[config.mk]
export PLATFORM = sky130hd
export DESIGN_NAME = vlbr_ctrl
export DESIGN_NICKNAME = d
export VERILOG_FILES = /design/src/sv/vlbr_pkg.sv /design/src/sv/vlbr_ctrl.sv
export SDC_FILE = /design/constraint.sdc
export NUM_CORES = 1
export LEC_CHECK = 0
export BUFFER_PORTS_ARGS = -buffer_cell sky130_fd_sc_hd__buf_2
export CAP_MARGIN = 5
export CELL_PAD_IN_SITES_DETAIL_PLACEMENT = 1
export CELL_PAD_IN_SITES_GLOBAL_PLACEMENT = 2
export CORE_ASPECT_RATIO = 1.5
export CORE_MARGIN = 2
export CORE_UTILIZATION = 38
export DETAILED_ROUTE_END_ITERATION = 12
export PLACE_DENSITY_LB_ADDON = 0.1
export RECOVER_POWER = 100
export REMOVE_ABC_BUFFERS = 1
export SLEW_MARGIN = 25
export SYNTH_ARGS = -nofsm -noshare
export SYNTH_HDL_FRONTEND = slang
export SYNTH_SLANG_ARGS = --single-unit
[constraint.sdc]
create_clock -name clk_i -period 5.21 [get_ports clk_i]
set_input_delay 0.7815 -clock clk_i [delete_from_list [all_inputs] [get_ports clk_i]]
set_output_delay 0.7815 -clock clk_i [all_outputs]
set_load 0.05 [all_outputs]
[src/sv/vlbr_pkg.sv]
// shared types and constants of the voxel layer box rasterizer
package vlbr_pkg;

  // linear cell index width, as carried by read items and draw addressing
  localparam int unsigned IDX_W = 12;
  // cells reachable through a 12-bit index
  localparam int unsigned IDX_SPAN = 1 << IDX_W;
  localparam int unsigned CODE_W = 4;
  localparam int unsigned SIDE_W = 6;
  localparam int unsigned COORD_W = 16;
  localparam int unsigned CFG_IDX_W = 3;

  // item kinds
  typedef enum logic [1:0] {
    KIND_CLEAR = 2'd0,
    KIND_DRAW  = 2'd1,
    KIND_READ  = 2'd2
  } kind_e;

  // configuration register indexes
  localparam logic [CFG_IDX_W-1:0] REG_BED_LAST_COLUMN = 3'd0;
  localparam logic [CFG_IDX_W-1:0] REG_BED_LAST_ROW    = 3'd1;
  localparam logic [CFG_IDX_W-1:0] REG_ORIGIN_COLUMN   = 3'd2;
  localparam logic [CFG_IDX_W-1:0] REG_ORIGIN_ROW      = 3'd3;
  localparam logic [CFG_IDX_W-1:0] REG_CURRENT_LAYER   = 3'd4;

  // reset value of the bed last column and bed last row registers
  localparam logic [SIDE_W-1:0] BED_LAST_RST = 6'd63;

  typedef struct packed {
    logic [SIDE_W-1:0]  bed_last_column;
    logic [SIDE_W-1:0]  bed_last_row;
    logic [COORD_W-1:0] origin_column;
    logic [COORD_W-1:0] origin_row;
    logic [COORD_W-1:0] current_layer;
  } cfg_t;

  typedef struct packed {
    logic [1:0]         kind;
    logic [COORD_W-1:0] box_column;
    logic [COORD_W-1:0] box_row;
    logic [COORD_W-1:0] box_layer;
    logic [COORD_W-1:0] box_width;
    logic [COORD_W-1:0] box_height;
    logic [COORD_W-1:0] box_depth;
    logic [CODE_W-1:0]  material;
    logic [IDX_W-1:0]   cell_address;
  } item_t;

  typedef struct packed {
    logic              status;
    logic [CODE_W-1:0] cell_material;
  } res_t;

endpackage

[src/sv/vlbr_ctrl.sv]
// item sequencer: clearing sweep, box placement and fit check, row fill, cell read
module vlbr_ctrl #(
  parameter int unsigned RAM_DEPTH = 4096,
  parameter int unsigned ADDR_W = 12
) (
  input  logic                            clk_i,
  input  logic                            rst_ni,
  input  vlbr_pkg::cfg_t                  cfg_i,
  input  logic                            in_valid_i,
  output logic                            in_ready_o,
  input  vlbr_pkg::item_t                 item_i,
  output logic                            res_valid_o,
  input  logic                            res_ready_i,
  output vlbr_pkg::res_t                  res_o,
  output logic                            mem_we_o,
  output logic [ADDR_W-1:0]               mem_waddr_o,
  output logic [vlbr_pkg::CODE_W-1:0]     mem_wdata_o,
  output logic [ADDR_W-1:0]               mem_raddr_o,
  input  logic [vlbr_pkg::CODE_W-1:0]     mem_rdata_i
);
  import vlbr_pkg::*;

  localparam logic [IDX_W:0] IDX_LIMIT = (IDX_W+1)'(RAM_DEPTH);
  localparam logic [ADDR_W-1:0] CLR_LAST = ADDR_W'(RAM_DEPTH - 1);

  typedef enum logic [2:0] {
    ST_CLEAR,
    ST_IDLE,
    ST_PLACE,
    ST_CHECK,
    ST_FILL,
    ST_READ,
    ST_RDATA,
    ST_DONE
  } state_e;

  state_e              state_q;
  logic [ADDR_W-1:0]   clr_cnt_q;
  logic                clr_item_q;
  item_t               item_q;
  logic [COORD_W:0]    col_q;
  logic [COORD_W:0]    row_q;
  logic [COORD_W:0]    top_q;
  logic [SIDE_W-1:0]   c_q;
  logic [SIDE_W-1:0]   r_q;
  logic [SIDE_W-1:0]   c_first_q;
  logic [SIDE_W-1:0]   c_last_q;
  logic [SIDE_W-1:0]   r_last_q;
  logic [IDX_W-1:0]    base_q;
  res_t                res_q;

  logic [COORD_W+1:0]  col_end;
  logic [COORD_W+1:0]  row_end;
  logic                empty_box;
  logic                fits;
  logic                in_layer;
  logic [SIDE_W:0]     pitch;
  logic [IDX_W:0]      base_prod;
  logic [IDX_W-1:0]    fill_idx;
  logic                fill_ok;
  logic                read_ok;

  // placement, fit and layer checks
  assign col_end   = (COORD_W+2)'(col_q) + (COORD_W+2)'(item_q.box_width) - 1'b1;
  assign row_end   = (COORD_W+2)'(row_q) + (COORD_W+2)'(item_q.box_height) - 1'b1;
  assign empty_box = (item_q.box_width == '0) || (item_q.box_height == '0);
  assign fits      = (col_end <= (COORD_W+2)'(cfg_i.bed_last_column)) &&
                     (row_end <= (COORD_W+2)'(cfg_i.bed_last_row));
  assign in_layer  = (cfg_i.current_layer >= item_q.box_layer) &&
                     ((COORD_W+1)'(cfg_i.current_layer) < top_q);
  assign pitch     = (SIDE_W+1)'(cfg_i.bed_last_column) + 1'b1;
  assign base_prod = (IDX_W+1)'(row_q[SIDE_W-1:0]) * (IDX_W+1)'(pitch);

  // cell index of the fill position and store bounds
  assign fill_idx = base_q + IDX_W'(c_q);
  assign fill_ok  = {1'b0, fill_idx} < IDX_LIMIT;
  assign read_ok  = {1'b0, item_q.cell_address} < IDX_LIMIT;

  // memory port drive
  always_comb begin
    mem_we_o    = 1'b0;
    mem_waddr_o = ADDR_W'(fill_idx);
    mem_wdata_o = item_q.material;
    unique case (state_q)
      ST_CLEAR: begin
        mem_we_o    = 1'b1;
        mem_waddr_o = clr_cnt_q;
        mem_wdata_o = '0;
      end
      ST_FILL: begin
        mem_we_o = fill_ok;
      end
      default: begin
        mem_we_o = 1'b0;
      end
    endcase
  end

  assign mem_raddr_o = ADDR_W'(item_q.cell_address);
  assign in_ready_o  = (state_q == ST_IDLE);
  assign res_valid_o = (state_q == ST_DONE);
  assign res_o       = res_q;

  // sequencer state and registered results
  always_ff @(posedge clk_i or negedge rst_ni) begin
    if (!rst_ni) begin
      state_q    <= ST_CLEAR;
      clr_cnt_q  <= '0;
      clr_item_q <= 1'b0;
    end else begin
      unique case (state_q)
        ST_CLEAR: begin
          if (clr_cnt_q == CLR_LAST) begin
            clr_cnt_q <= '0;
            res_q     <= '0;
            state_q   <= clr_item_q ? ST_DONE : ST_IDLE;
          end else begin
            clr_cnt_q <= clr_cnt_q + 1'b1;
          end
        end
        ST_IDLE: begin
          if (in_valid_i) begin
            item_q <= item_i;
            res_q  <= '0;
            unique case (item_i.kind)
              KIND_CLEAR: begin
                clr_item_q <= 1'b1;
                clr_cnt_q  <= '0;
                state_q    <= ST_CLEAR;
              end
              KIND_DRAW: state_q <= ST_PLACE;
              KIND_READ: state_q <= ST_READ;
              default:   state_q <= ST_DONE;
            endcase
          end
        end
        ST_PLACE: begin
          col_q   <= (COORD_W+1)'(cfg_i.origin_column) + (COORD_W+1)'(item_q.box_column);
          row_q   <= (COORD_W+1)'(cfg_i.origin_row) + (COORD_W+1)'(item_q.box_row);
          top_q   <= (COORD_W+1)'(item_q.box_layer) + (COORD_W+1)'(item_q.box_depth);
          state_q <= ST_CHECK;
        end
        ST_CHECK: begin
          c_q       <= col_q[SIDE_W-1:0];
          c_first_q <= col_q[SIDE_W-1:0];
          r_q       <= row_q[SIDE_W-1:0];
          c_last_q  <= col_end[SIDE_W-1:0];
          r_last_q  <= row_end[SIDE_W-1:0];
          base_q    <= base_prod[IDX_W-1:0];
          priority if (empty_box) begin
            state_q <= ST_DONE;
          end else if (!fits) begin
            res_q.status <= 1'b1;
            state_q      <= ST_DONE;
          end else if (!in_layer) begin
            state_q <= ST_DONE;
          end else begin
            state_q <= ST_FILL;
          end
        end
        ST_FILL: begin
          // one cell per cycle, column by column, then next row
          if (c_q == c_last_q) begin
            c_q <= c_first_q;
            if (r_q == r_last_q) begin
              state_q <= ST_DONE;
            end else begin
              r_q    <= r_q + 1'b1;
              base_q <= base_q + IDX_W'(pitch);
            end
          end else begin
            c_q <= c_q + 1'b1;
          end
        end
        ST_READ: begin
          state_q <= ST_RDATA;
        end
        ST_RDATA: begin
          res_q.cell_material <= read_ok ? mem_rdata_i : '0;
          state_q             <= ST_DONE;
        end
        ST_DONE: begin
          if (res_ready_i) begin
            clr_item_q <= 1'b0;
            state_q    <= ST_IDLE;
          end
        end
        default: begin
          state_q <= ST_IDLE;
        end
      endcase
    end
  end

endmodule

==> out/metrics.cfg, run 1 <==
[synthesis]
ys_ff_latch = 226
synth_compound_area_share_pct = 12.3
post-synth-top-count-cell = inv_1
synth_top_area_cell = edfxtp_1
yosysSeqAreaShare_pct = 43.1
synthMuxAreaShare_pct = 0.539
async_reset_ff_share_pct = 7.08
yosys.cell_types.count = 67
synth_edf_count = 210
synth_warnings = 0
netlist_area_um2 = 15600
synth_adder_area_share_pct = 18.9
ys.flop_type = edfxtp_1
yosys-top-cells-area = edfxtp_1 41%, ha_1 15%, inv_1 6.0%
syn_inst = 1515
synthXorXnorAreaFrac_pct = 6.36
synth.avg_cell_area_um2 = 10.3
synthSimpleGateAreaFrac_pct = 11.7
synth.top_cell.area_share_pct = 40.5
synthTopCellsByCount = 248 x inv_1, 210 x edfxtp_1, 192 x ha_1
synth_top_family_by_area = adder cells

[global_route]
grt_use_total_pct = 18.9
grt_pass1_vias = 12700
overflow = 0
grt_util_met1_pct = 19.0
grtUsageMet3_pct = 1.96
grt_max_degree = 70
grt_busiest_layer = met2
use_met2_pct = 38.6
grt_pass1_wl_um = 63900
antenna_found_initial = 0

[pwr]
seqPwrFrac_pct = 36.7
p_int_w = 0.00421
p_per_area_nw_per_um2 = 375
pwr-share-clk_pct = 26.0
fin_total_pwr_w = 0.00676
leakagePower_nw = 7.94
swShare_pct = 37.7
vdd_drop_max_mv = 0.275
power.switching_w = 0.00255
p_comb_share_pct = 37.4

[setup_path]
cp.arrival_ns = 4.95
cp-end-kind = register
critPathRequiredTime_ns = 5.45
ff2ff_path_depth = 19
worst_setup_path_start_kind = input pin
crit_fanout = 5
crit_type = in2reg

[timing]
whs_ns = 0.399
finalMaxSlewViolations = 97
tightest_slew_ns = 3.00
fmax_mhz = 212
setup_viol = 0
period_minus_slack_ns = 4.71
period_share_pct = 90.4
slew_headroom_pct = -100
tns_ns = 0
hold_viol_final = 0
worst_slack_ns = 0.499
grt_setup_unrepaired = no
finClkSkew_ns = 0.0212

[clock_network]
cts_buffers = 26
hold_buffers = 0
cts_tree = yes
post-cts-setup-buffer-count = 0
cts.sinks = 226
cts-root-buf = clkbuf_16
cts_resized = 0
clkLatencyLatePin_ns = 0.56
cts_max_path_buffers = 3
htreeDepth = 1
cts.reportedPaths.clkPinSlew_ns = 0.06

[floorplan]
dieArea_um2 = 42600
ios = 218
rows = 90
die_h_um = 252
placeableCoreArea_um2 = 40300
die_w_um = 169
initial_utilization_pct = 38.6

[detailed_routing]
wire_per_inst_um = 17.3
drtIter0Drc = 339
via_per_inst = 5.10
vias = 11600
ant_nets = 0
drc_errors = 0
dr.pass1.iters = 4
postRouteWirelength_um = 39400

[placed_design]
placed_cell_area_um2 = 17300
gp_congestion = 0.814
pre_cts_slack_ns = -0.0194
post-dp-hpwl_um = 32300
place.port_buffers = 217

[job]
maxCapViolCount = 2

[finish]
postLayoutCellArea_um2 = 18000
areaGrowthSynthToFinish_pct = 15.8
diodes = 0
fin_nets = 2152
drive_gt1_share_pct = 13.6
fillers = 4605

[worst_hold_path]
holdPathStages = 1
hold_path_class = in2reg

[run_status]
status = complete, but fails checks
violations = capacitance limit, slew limit

## critical path: stages
cell and delay [ns]:
clkbuf_1 0.19, ha_1 0.21, buf_4 0.11, xor2_1 0.18, buf_4 0.19, nand2_1 0.08, fa_1 0.54, inv_1 0.04
ha_1 0.26, inv_1 0.05, fa_1 0.54, inv_1 0.07, fa_1 0.47, a21oi_1 0.20, nor2_1 0.06, nor2_1 0.16
o21bai_1 0.09, a21oi_1 0.22, o21bai_1 0.10, a21oi_1 0.18, xnor2_1 0.14, mux2i_1 0.09
## layout by cell type (no fill, tap or decap), types with 5 or more instances in the layout
| cell | instances |
|---|---|
| inv_1 | 248 |
| edfxtp_1 | 210 |
| ha_1 | 192 |
| buf_2 | 162 |
| nand2_1 | 119 |
| a21oi_1 | 92 |
| xnor2_1 | 75 |
| nor2_1 | 74 |
| o21ai_0 | 67 |
| clkbuf_1 | 65 |
| xor2_1 | 38 |
| nand3_1 | 27 |
| fa_1 | 27 |
| a21o_1 | 26 |
| clkbuf_16 | 26 |
| nor3_1 | 24 |
| or3_1 | 20 |
| nand2b_1 | 16 |
| and2_1 | 16 |
| dfrtp_1 | 16 |
| nor2b_1 | 15 |
| nand4_1 | 15 |
| buf_4 | 14 |
| o211ai_1 | 13 |
| o21bai_1 | 12 |
| nor4_1 | 12 |
| o21a_1 | 11 |
| a31oi_1 | 9 |
| a311oi_1 | 7 |
| or2_2 | 7 |
| o31ai_1 | 7 |
| and2_0 | 6 |
| and3_1 | 6 |
| clkbuf_8 | 6 |
| o21ai_1 | 5 |
| a211oi_1 | 5 |
| mux2i_1 | 5 |
## flip-flops by register name, indices dropped and copies added (netlist names)
| register | cells |
|---|---|
| res_o | 5 |
| r_last_q | 6 |
| item_q | 100 |
| clr_item_q | 1 |
| c_first_q | 6 |
| state_q | 3 |
| top_q | 17 |
| r_q | 6 |
| row_q | 17 |
| mem_raddr_o | 12 |
| c_last_q | 6 |
| col_q | 17 |
| clr_cnt_q | 12 |
| base_q | 12 |
| c_q | 6 |
## final cells by class
type	count	area (µm²)	share of cell area (%)
Multi-Input combinational cell	1010	7750	43.0
Sequential cell	226	6710	37.2
Timing Repair Buffer	239	1170	6.48
Inverter	248	931	5.17
Clock buffer	38	756	4.19
Tap cell	506	633	3.51
Clock inverter	10	67.6	0.375
## path summary, 6_finish.rpt
check | startpoint | end | slack, ns
max | cfg_i[54] | base_q[11] | 0.50
min | item_i[14] | item_q[14] | 0.40
max reg2reg | row_q[1] | state_q[1] | 0.65
min reg2reg | col_q[5] | c_first_q[5] | 0.47
max in group asynchronous | rst_ni | clr_cnt_q[10] | 4.06
min in group asynchronous | rst_ni | clr_item_q | 0.44
## power groups by stage
stage / registers, W / logic (W) / clock network [W]
floorplan: 0.00247 / 0.00182 / 0
CTS: 0.00248 / 0.00262 / 0.00183
global route: 0.00250 / 0.00285 / 0.00188
global placement: 0.00251 / 0.00255 / 0
finish: 0.00248 / 0.00253 / 0.00176
detailed placement: 0.00251 / 0.00260 / 0
## per-layer routing
metal	share of wire [%]	routed length (µm)
met1	36	14000
met2	58	22800
met3	2.9	1130
met4	3.7	1480
met5	0	0
## cell families (layout without fill, tap and decap cells)
| logic type | count (synthesis) | after routing |
|---|---|---|
| and+or+nand+nor | 373 | 373 |
| AOI/OAI and AO/OA | 297 | 297 |
| buffers and inverters | 279 | 535 |
| DFF | 226 | 226 |
| adders and majority gates | 219 | 219 |
| xor gates and xnor gates | 113 | 113 |
| muxes | 8 | 8 |
## per-stage QoR
stage	instances	utilization [%]
3_3_place_gp	2229	42.9
3_5_place_dp	2229	42.9
4_1_cts	2277	45.0
6_report	2277	44.7
5_1_grt	2277	44.7
2_1_floorplan	1484	-
(Power assumes the default switching activity.)
==> run 2, diff against run 1 <==
Settings changed: BUFFER_PORTS_ARGS -buffer_cell sky130_fd_sc_hd__buf_2 to default, CELL_PAD_IN_SITES_DETAIL_PLACEMENT 1 to default, CELL_PAD_IN_SITES_GLOBAL_PLACEMENT 2 to default, CORE_UTILIZATION 38 to 40, DONT_BUFFER_PORTS from default to 1.
==> run 2 against run 1 <==
Effect of this change:
- clock power is 11% higher
- total power is 0.92% lower
- worst hold slack worse by 0.10 ns
- critical path depth is 12 lower
- first-iteration DRC count is 3.2% higher
- combinational power is 11% lower
- final cell count is 10% lower
- largest power group is now sequential cells
- via count is 8.1% lower
- global-route usage is 1.2 points lower
- routed wire length is 10% lower
- the run still ends with capacitance limit, slew limit left
==> out/metrics.cfg, run 2 (synthesis gave the netlist of run 1 again) <==
[clock_network]
cts.reportedPaths.clkPinSlew_ns = 0.06
cts_max_path_buffers = 3
clkLatencyLatePin_ns = 0.56
cts-root-buf = clkbuf_16
cts.sinks = 226
post-cts-setup-buffer-count = 0
cts_tree = yes
cts_resized = 0
htreeDepth = 1
hold_buffers = 1
cts_buffers = 26

[floorplan]
placeableCoreArea_um2 = 38400
die_h_um = 246
die_w_um = 165
ios = 218
initial_utilization_pct = 40.5
rows = 88
dieArea_um2 = 40500

[pwr]
seqPwrFrac_pct = 37.4
p_comb_share_pct = 33.4
power.switching_w = 0.00245
p_int_w = 0.00425
pwr-share-clk_pct = 29.2
leakagePower_nw = 7.25
swShare_pct = 36.6
p_per_area_nw_per_um2 = 393
vdd_drop_max_mv = 0.613

[placed_design]
post-dp-hpwl_um = 28600
gp_congestion = 0.878
place.port_buffers = 0

[detailed_routing]
drc_errors = 0
wire_per_inst_um = 17.3
dr.pass1.iters = 6
postRouteWirelength_um = 35400
drtIter0Drc = 350
ant_nets = 0
vias = 10700
via_per_inst = 5.21

[global_route]
grt_util_met1_pct = 17.1
grt_pass1_vias = 11100
antenna_found_initial = 7
grt_use_total_pct = 17.7
grtUsageMet3_pct = 3.46
grt_max_degree = 52
use_met2_pct = 35.6
grt_pass1_wl_um = 55900
overflow = 0
grt_busiest_layer = met2

[timing]
period_share_pct = 90.7
tns_ns = 0
finClkSkew_ns = 0.0274
tightest_slew_ns = 2.95
hold_viol_final = 0
finalMaxSlewViolations = 112
period_minus_slack_ns = 4.72
slew_headroom_pct = -96.8
fmax_mhz = 212
setup_viol = 0
grt_setup_unrepaired = no

[setup_path]
cp.arrival_ns = 3.94
crit_fanout = 4
worst_setup_path_start_kind = register
crit_type = reg2out
critPathRequiredTime_ns = 4.43
cp-end-kind = output pin

[job]
maxCapViolCount = 12

[run_status]
violations = capacitance limit, slew limit
status = complete, but fails checks

[finish]
fin_nets = 1929
largest_reg_flops = 100
final_util_pct = 44.3
largest_register = item_q
mostFrequentLayoutCells = 248 x inv_1, 210 x edfxtp_1, 192 x ha_1, 119 x nand2_1, 92 x a21oi_1
layout_commonest_cell = inv_1
drive_gt1_share_pct = 4.39
areaGrowthSynthToFinish_pct = 9.50

[worst_hold_path]
hold_path_class = in2reg

==> run 2: power by group through the flow <==
stage               sequential (W)  clock (W)  combinational, W
floorplan                  0.00247          0           0.00182
global placement           0.00254          0           0.00226
detailed placement         0.00254          0           0.00229
CTS                        0.00250    0.00203           0.00230
global route               0.00253    0.00207           0.00254
finish                     0.00250    0.00196           0.00224
==> run 2: per-layer routing <==
metal,wire (µm),up-vias
met5,46,-
met4,1140,6
met3,1680,63
met2,20100,207
met1,12500,5060
li1,-,5333
==> run 2: worst paths after layout <==
kind,from,to,slack (ns),depth (start not counted)
setup reg to reg,row_q[0],state_q[1],0.59,20
hold reg to reg,col_q[1],c_first_q[1],0.51,0
max in group asynchronous,rst_ni,state_q[2],3.97,1
hold / removal,res_ready_i,clr_item_q,0.30,1
setup / recovery,base_q[1],mem_waddr_o[9],0.49,10
min in group asynchronous,rst_ni,clr_cnt_q[10],0.74,1
==> run 2: critical path, stage by stage (launching register included) <==
cell and delay, ns:
edfxtp_1 0.54, ha_1 0.34, a21o_1 0.17, a21oi_1 0.23, o21bai_1 0.09, a21oi_1 0.23
nor2b_1 0.07, o21ai_0 0.37, nor2_1 0.10, xnor2_1 0.13, o21ai_0 1.12
==> run 2: final cells by class <==
class / count / area (µm²)
fillers: 3694 / 21400
multi-input cells: 1010 / 7760
flip-flops and latches: 226 / 6710
inverters: 248 / 931
clock buffers: 27 / 654
well taps: 495 / 619
clock inverters: 21 / 265
repair buffers: 16 / 90.1
diodes: 4 / 10.0
==> run 2: stage by stage <==
stage          hold slack, ns  setup WS (ns)  area (µm²)  power [W]  cells
2_1_floorplan           0.426          0.349       15400    0.00429   1484
5_1_grt                 0.282          0.230       17000    0.00715   2047
3_5_place_dp            0.486          0.103       16200    0.00483   1994
4_1_cts                 0.262          0.634       17100    0.00684   2043
6_report                0.298          0.486       17000    0.00670   2047
3_3_place_gp            0.487          0.133       16200    0.00480   1994
